### config.mk
export PLATFORM = sky130hd
export DESIGN_NAME = pidtr_ctrl
export DESIGN_NICKNAME = d
export VERILOG_FILES = /design/src/rtl/pidtr_pkg.sv /design/src/rtl/pidtr_ctrl.sv
export SDC_FILE = /design/constraint.sdc
export NUM_CORES = 1
export LEC_CHECK = 0
export BUFFER_PORTS_ARGS = -buffer_cell sky130_fd_sc_hd__buf_2
export CORE_MARGIN = 10
export CORE_UTILIZATION = 50
export CTS_BUF_LIST = sky130_fd_sc_hd__clkbuf_8
export CTS_CLUSTER_DIAMETER = 100
export CTS_CLUSTER_SIZE = 30
export DETAILED_ROUTE_END_ITERATION = 16
export HOLD_SLACK_MARGIN = 0.12
export PLACE_DENSITY = 0.71
export SETUP_SLACK_MARGIN = 0.5
export SLEW_MARGIN = 20
export SYNTH_ARGS = -nofsm -noshare
export SYNTH_HDL_FRONTEND = slang
export SYNTH_SLANG_ARGS = --single-unit
### constraint.sdc
create_clock -name clk -period 5.2 [get_ports clk]
set_input_delay 0 -clock clk [delete_from_list [all_inputs] [get_ports clk]]
set_output_delay 0 -clock clk [all_outputs]
set_load 0.05 [all_outputs]
### src/rtl/pidtr_pkg.sv
`default_nettype none
package pidtr_pkg;

	localparam int DataW  = 32;
	localparam int GainW  = 31;
	localparam int WghtW  = 16;
	localparam int SumW   = 48;
	localparam int DiffW  = 33;
	localparam int MulAW  = 35;
	localparam int MulBW  = 32;
	localparam int ProdW  = MulAW + MulBW;
	localparam int SplitW = 24;
	localparam int LoW    = SplitW + GainW;
	localparam int FullW  = 81;
	localparam int AccW   = 66;
	localparam int CfgIdxW = 3;

	typedef enum logic [CfgIdxW-1:0] {
		REG_GAIN_PROP     = 3'd0,
		REG_GAIN_INT_DT   = 3'd1,
		REG_GAIN_DER      = 3'd2,
		REG_DEAD_ZONE     = 3'd3,
		REG_BASE_DRIVE    = 3'd4,
		REG_MEAS_SMOOTH   = 3'd5,
		REG_DIFF_SMOOTH   = 3'd6,
		REG_DRIVE_CEILING = 3'd7
	} cfg_reg_t;

	typedef enum logic [2:0] {
		MUL_MEAS = 3'd0,
		MUL_DIFF = 3'd1,
		MUL_P    = 3'd2,
		MUL_ILO  = 3'd3,
		MUL_IHI  = 3'd4,
		MUL_D    = 3'd5
	} mul_sel_t;

	typedef struct packed {
		mul_sel_t mul_sel;
		logic     load_in;
		logic     seed;
		logic     meas_fin;
		logic     err_en;
		logic     sum_en;
		logic     dfin;
		logic     term_en;
		logic     term_lo;
		logic     lo_en;
		logic     acc_en;
		logic     clamp_en;
	} dp_cmd_t;

	typedef struct packed {
		logic first;
	} dp_stat_t;

endpackage
`default_nettype wire

### src/rtl/pidtr_ctrl.sv
`default_nettype none
module pidtr_ctrl
	import pidtr_pkg::*;
(
	input  wire logic     clk,
	input  wire logic     arst_n,
	input  wire logic     s_tvalid,
	output      logic     s_tready,
	output      logic     m_tvalid,
	input  wire logic     m_tready,
	input  wire dp_stat_t stat,
	output      dp_cmd_t  cmd
);

	typedef enum logic [14:0] {
		ST_IDLE  = 15'b000000000000001,
		ST_MMUL  = 15'b000000000000010,
		ST_MFIN  = 15'b000000000000100,
		ST_ERR   = 15'b000000000001000,
		ST_SUM   = 15'b000000000010000,
		ST_DMUL  = 15'b000000000100000,
		ST_DFIN  = 15'b000000001000000,
		ST_PMUL  = 15'b000000010000000,
		ST_ILO   = 15'b000000100000000,
		ST_IHI   = 15'b000001000000000,
		ST_DTRM  = 15'b000010000000000,
		ST_TI    = 15'b000100000000000,
		ST_ACCD  = 15'b001000000000000,
		ST_CLAMP = 15'b010000000000000,
		ST_SPARE = 15'b100000000000000
	} state_t;

	state_t state_q, state_d;
	logic   out_valid_q;
	logic   out_free;

	assign out_free = !out_valid_q || m_tready;

	always_comb begin
		state_d = state_q;
		cmd     = '0;
		cmd.mul_sel = MUL_P;
		case (state_q)
			ST_IDLE: begin
				if (s_tvalid) begin
					cmd.load_in = 1'b1;
					state_d     = ST_MMUL;
				end
			end
			ST_MMUL: begin
				cmd.mul_sel = MUL_MEAS;
				if (stat.first) begin
					cmd.seed = 1'b1;
					state_d  = ST_ERR;
				end else begin
					state_d  = ST_MFIN;
				end
			end
			ST_MFIN: begin
				cmd.meas_fin = 1'b1;
				state_d      = ST_ERR;
			end
			ST_ERR: begin
				cmd.err_en = 1'b1;
				state_d    = ST_SUM;
			end
			ST_SUM: begin
				cmd.sum_en = 1'b1;
				state_d    = ST_DMUL;
			end
			ST_DMUL: begin
				cmd.mul_sel = MUL_DIFF;
				state_d     = ST_DFIN;
			end
			ST_DFIN: begin
				cmd.dfin = 1'b1;
				state_d  = ST_PMUL;
			end
			ST_PMUL: begin
				cmd.mul_sel = MUL_P;
				state_d     = ST_ILO;
			end
			ST_ILO: begin
				cmd.mul_sel = MUL_ILO;
				cmd.term_en = 1'b1;
				state_d     = ST_IHI;
			end
			ST_IHI: begin
				cmd.mul_sel = MUL_IHI;
				cmd.lo_en   = 1'b1;
				cmd.acc_en  = 1'b1;
				state_d     = ST_DTRM;
			end
			ST_DTRM: begin
				cmd.mul_sel = MUL_D;
				cmd.term_en = 1'b1;
				cmd.term_lo = 1'b1;
				state_d     = ST_TI;
			end
			ST_TI: begin
				cmd.term_en = 1'b1;
				cmd.acc_en  = 1'b1;
				state_d     = ST_ACCD;
			end
			ST_ACCD: begin
				cmd.acc_en = 1'b1;
				state_d    = ST_CLAMP;
			end
			ST_CLAMP: begin
				// hold the finished sum until the output register is free
				if (out_free) begin
					cmd.clamp_en = 1'b1;
					state_d      = ST_IDLE;
				end
			end
			default: state_d = ST_IDLE;
		endcase
	end

	always_ff @(posedge clk or negedge arst_n) begin
		if (!arst_n) begin
			state_q     <= ST_IDLE;
			out_valid_q <= 1'b0;
		end else begin
			state_q <= state_d;
			if (cmd.clamp_en)
				out_valid_q <= 1'b1;
			else if (m_tready)
				out_valid_q <= 1'b0;
		end
	end

	assign s_tready = (state_q == ST_IDLE);
	assign m_tvalid = out_valid_q;

endmodule
`default_nettype wire

==> results of run 1 <==
## state kept, by name, summed over array words and instances (netlist names)
register,cells
state_q,14
m_tvalid,1
## cells by family (layout without fill, tap and decap cells)
kind of cell,count (synthesis),in the layout,share of synthesized area
DFF,15,15,0.3777
AOI/OAI and AO/OA,16,16,0.1192
xor gates and xnor gates,4,4,0.03514
and+or+nand+nor,66,66,0.4040
muxes,1,1,0.01004
buffers and inverters,12,33,0.05395
## repair_timing
action                     in CTS  in global routing
setup endpoints to repair       0                  0
hold endpoints to repair       20                  0
hold buffers                    4                  0
## synthesized netlist by cell type
master      n  area, µm²
inv_1       5      18.77
a21oi_1     2      10.01
nand3b_1    1      7.510
buf_2       1      5.000
and2_1      3      18.77
nor3_1      6      30.03
and4_1      1      8.760
a21boi_0    1      7.510
xor2_1      3      26.28
or4_4       1      11.26
nor3_4      1      16.27
nor2_1     11      41.29
nand2_4     1      11.26
nor4_1     13      81.33
o21ai_0     3      15.01
nor2b_1     1      6.260
or3_1       1      6.260
nand4_1     1      6.260
dfrtp_1    14      350.3
o21a_1      4      30.03
or4b_2      1      10.01
a311o_1     1      10.01
o21bai_1    1      7.510
a31oi_1     1      6.260
nor4b_1     4      35.03
nor4_4      1      21.27
o41ai_2     1      16.27
nand2_1     9      33.78
o31ai_1     1      7.510
buf_6       1      11.26
nand3_1     4      20.02
dfstp_2     1      26.28
mux2i_1     1      10.01
or2_2       2      12.51
a2111oi_0   1      8.760
nand2b_1    4      25.02
clkbuf_1    5      18.77
xnor2_1     1      8.760
## per-layer routing
| layer | track usage | part of all wire | vias to the layer above |
|---|---|---|---|
| met3 | 0.03608 | 0.046 | 5 |
| li1 | - | - | 455 |
| met2 | 0.1810 | 0.47 | 20 |
| met1 | 0.1409 | 0.46 | 439 |
| met4 | 0.06417 | 0.022 | 0 |
| met5 | 0 | 0 | - |
## stage by stage
| stage | hold slack, ns | std cells | cell area, µm² |
|---|---|---|---|
| 2_1_floorplan | -0.2956 | 114 | 997.2 |
| 3_3_place_gp | -0.07625 | 154 | 1096 |
| 3_5_place_dp | -0.07278 | 154 | 1096 |
| 4_1_cts | 0.1986 | 162 | 1181 |
| 5_1_grt | 0.2266 | 162 | 1181 |
| 6_report | 0.1944 | 162 | 1181 |
## area by class of cell
type	instances	share of cell area
flip-flops and latches	15	0.3189
clock buffers	3	0.03496
inverters	5	0.01589
repair buffers	24	0.1186
multi-input cells	87	0.4799
well taps	27	0.02860
clock inverters	1	0.003178
## worst min path at each step
stage,from,to,slack [ns],cells past startpoint
detailed placement,arst_n,m_tvalid,-0.07,1
finish,arst_n,state_q[7],0.19,2
global placement,arst_n,m_tvalid,-0.08,1
floorplan,arst_n,m_tvalid,-0.30,0
global route,arst_n,m_tvalid,0.23,2
CTS,arst_n,state_q[7],0.20,2
## where the power goes
group | switching (mW) | leakage (nW) | internal, mW | total [mW]
clock | 0.0387 | 0.0269 | 0.0523 | 0.0910
sequential | 0.0208 | 0.205 | 0.131 | 0.152
combinational | 0.128 | 0.302 | 0.0593 | 0.187
==> flow_summary.ini, run 1 <==
[floorplanning]
coreArea_um2 = 1922
placement_rows = 16
die_w_um = 64.66
die_h_um = 64.66
die_area_um2 = 4181
num_io_pins = 21
initial_core_util = 0.5189

[clocking]
clkTransAtPathRegs_ns = 0.06
numCtsBuffers = 3
cts.sinks = 15
cts-root-buf = clkbuf_8
cts_setup_buffers = 0
post_cts_resize_count = 0
cts_tree = yes
clk_path_buf_depth = 2
insertion_delay_ns = 0.25
htreeDepth = 1

[drt]
ant_nets = 0
viasPerCell = 5.673
first_iter_violations = 25
drc = 0
wl_per_cell_um = 13.69
wirelength_mm = 2.218
first_pass_iters = 4
num_vias = 919

[sta]
finalHoldViolations = 0
final.setup.tns_ns = 0
worst_pin_slew_ns = 0.6179
clock_skew_ns = 0.001835
max_freq_ghz = 0.4105
period_share = 0.4685
finalWorstSetupSlack_ns = 2.764
setup_viol = 0
drv_slew = 0
rsz0062_at_grt = false
final.min_clock_period_ns = 2.436
slew_headroom = 0.5843

[layout]
mostFrequentLayoutCells = 20 x buf_2, 14 x dfrtp_1, 13 x nor4_1
multiInputGateArea_um2 = 566.8
final_layout_size_suffix_gt1_frac = 0.2370
fin_nets = 141
areaGrowthSynthToFinish_pct = 18.44
mostFrequentLayoutCell = buf_2
diodes = 0
layout.area.seq_um2 = 376.6
fill_cells = 186
fin_util = 0.6146

[power_and_ir_drop]
p_per_area_nw_per_um2 = 363.6
power.leakage_nw = 0.5336
vdd_ir_drop_max_uv = 339.0
power_mw = 0.4295

[setup_path]
worst_setup_path_start_kind = flip-flop
worstSetupPathType = flip-flop to output port
rr_worst_depth = 4
cp_cell_sequence = or4_4 -> nor3_4 -> nand2_1 -> nor4_1 -> buf_2
end_kind = output port
endpoint = cmd[5]
critical_path.startpoint = state_q[8]
cp.depth = 5
critPathSlowestCell = or4_4
crit_required_ns = 5.20
crit_buf_inv = 1
cp_slowest_stage_delay_ns = 0.61
r2r_setup_slack_ns = 3.10
rr_startpoint = state_q[8]
path_max_fanout = 13
r2r_end = state_q[8]
critPathArrivalTime_ns = 2.44
cpLargestDelayFamily = simple AND/OR/NAND/NOR gates

[logic_synthesis]
synth_fp_nets = 119
ys_seq_elements = 15
synth.yosys.seq_area_share = 0.3777
ys_types = 38
syn-cell-area_um2 = 997.2
syn_avg_cell_area_um2 = 8.747
syn_inst = 114
yosysWarnings = 0

[min_path]
min_path_type = input pin to asynchronous set/reset pin

[grt]
gr-total-overflow = 0
track_usage = 0.1169
grt_max_degree = 16
grt_pass1_vias = 907
grt_pass1_wl_mm = 4.015
grt_antenna_before_repair = 0

[place]
pre_cts_ws_ns = 3.038
place_hpwl_mm = 1.661
globalplace.congestion = 0.7845
io_buffers = 20

[run]
cap_violations = 0

[outcome]
status = finished, final reports clean
(Power assumes the default switching activity.)
==> inputs of run 2 (changes only) <==
- clock period: 5.2 -> 2.37 ns (I/O delays scaled with it)
==> run 2 against run 1 <==
Net effect:
- total power rose to 3.1 times the previous value
- first-iteration DRC count rose to 2.9 times the previous value
- worst hold slack worse by 0.018 ns
- wire length up 41%
- sequential cell count stayed put
- design area up 39%
- clock skew rose by 0.00089 ns
- sequential share of layout area down 8.6 points
- die area unchanged
- count of clock-buffer cells in the layout did not move
- combinational power rose to 4.2 times the previous value
- final cell count grew 10%
==> flow_summary.ini, run 2 (synthesis gave the netlist of run 1 again) <==
[outcome]
status = finished, final reports clean

[min_path]
min_path_type = input pin to asynchronous set/reset pin

[power_and_ir_drop]
p_per_area_nw_per_um2 = 824.3
power_mw = 1.351
power.leakage_nw = 0.6521
vdd_ir_drop_max_uv = 1014

[sta]
slew_headroom = 0.6283
holdWs_ns = 0.1768
final.min_clock_period_ns = 2.158
max_freq_ghz = 0.4634
rsz0062_at_grt = true
period_share = 0.9106
finalHoldViolations = 0
finalWorstSetupSlack_ns = 0.2118
worst_pin_slew_ns = 0.5498
final.setup.tns_ns = 0
drv_slew = 0
clock_skew_ns = 0.002722
setup_viol = 0

[layout]
fin_util = 0.8529
fin_cells = 179
largest_reg_flops = 14
mostFrequentLayoutCells = 14 x buf_4, 12 x buf_6, 10 x dfrtp_1
fin_nets = 158
diodes = 0
largest_register = state_q
mostFrequentLayoutCell = buf_4
final_layout_size_suffix_gt1_frac = 0.4934
finish.instance_area_um2 = 1639
areaGrowthSynthToFinish_pct = 64.37

[place]
dp.cells = 159
postPlaceCellArea_um2 = 1310
globalplace.congestion = 0.7515
pre_cts_ws_ns = 0.3106
place_hpwl_mm = 1.915
io_buffers = 20

[floorplanning]
placement_rows = 16
coreArea_um2 = 1922
num_io_pins = 21
die_area_um2 = 4181
die_w_um = 64.66
initial_core_util = 0.5189
die_h_um = 64.66

[clocking]
cts.sinks = 15
numCtsBuffers = 3
cts-root-buf = clkbuf_8
htreeDepth = 1
cts_tree = yes
insertion_delay_ns = 0.25
clkTransAtPathRegs_ns = 0.06
clk_path_buf_depth = 2

[drt]
first_pass_iters = 4
wl_per_cell_um = 17.43
num_vias = 1048
viasPerCell = 5.855
wirelength_mm = 3.120
drc = 0
ant_nets = 0
first_iter_violations = 72

[grt]
track_usage = 0.1543
grt_max_degree = 16
grt_antenna_before_repair = 0
grt_pass1_wl_mm = 5.271
gr-total-overflow = 0
grt_pass1_vias = 1113

[run]
cap_violations = 0

[setup_path]
critPathArrivalTime_ns = 2.16
r2r_end = state_q[0]
cp_cell_sequence = or4_4 -> nor3_4 -> a31oi_1 -> o41ai_2 -> buf_4 -> o21bai_4 -> buf_6
worst_setup_path_start_kind = flip-flop
crit_required_ns = 2.37
cp_slowest_stage_delay_ns = 0.56
critPathSlowestCell = or4_4
worstSetupPathType = flip-flop to output port
end_kind = output port
rr_worst_depth = 7
rr_startpoint = state_q[8]
path_max_fanout = 4
r2r_setup_slack_ns = 0.31
run 2: worst max-delay path by stage:
stage                     endpoint        start
after detailed placement   cmd[12]  state_q[11]
after CTS                  cmd[12]   state_q[8]
after global placement     cmd[12]  state_q[11]
final                      cmd[12]   state_q[8]
after global routing       cmd[12]   state_q[8]
after floorplan             cmd[5]  state_q[11]
run 2: power by group:
group / switching (mW) / internal, mW / leakage (nW)
clock: 0.0975 / 0.117 / 0.0255
combinational: 0.440 / 0.351 / 0.428
sequential: 0.0584 / 0.288 / 0.198
total: 0.596 / 0.755 / 0.652
run 2: critical path, delay by kind of cell, from the launching register on:
family / cells / cell delay [ns]
AND/OR/NAND/NOR: 2 / 0.76
AO/OA/AOI/OAI: 3 / 0.44
flip-flops: 1 / 0.38
buffers and inverters: 2 / 0.33
run 2: cell type report:
cell class / instances / area [µm²]
Sequential cell: 15 / 381.6
Clock inverter: 1 / 5.005
Fill cell: 113 / 282.8
Inverter: 5 / 18.77
Timing Repair Buffer: 40 / 360.3
Multi-Input combinational cell: 88 / 798.3
Tap cell: 27 / 33.78
Clock buffer: 3 / 41.29
run 2: what timing repair did:
action | in CTS | in global routing
hold buffers | 4 | 0
hold endpoints to repair | 20 | 0
cloned | 1 | 0
setup endpoints to repair | 17 | 20
pin swaps | 7 | 6
gates resized for setup | 34 | 8
setup buffers | 8 | 3
run 2: routing by layer:
metal,up-vias,share of wire,track usage
met1,527,0.42,0.1804
met2,21,0.52,0.2562
li1,496,-,-
met4,0,0.012,0.05348
met5,-,0,0
met3,4,0.044,0.05326
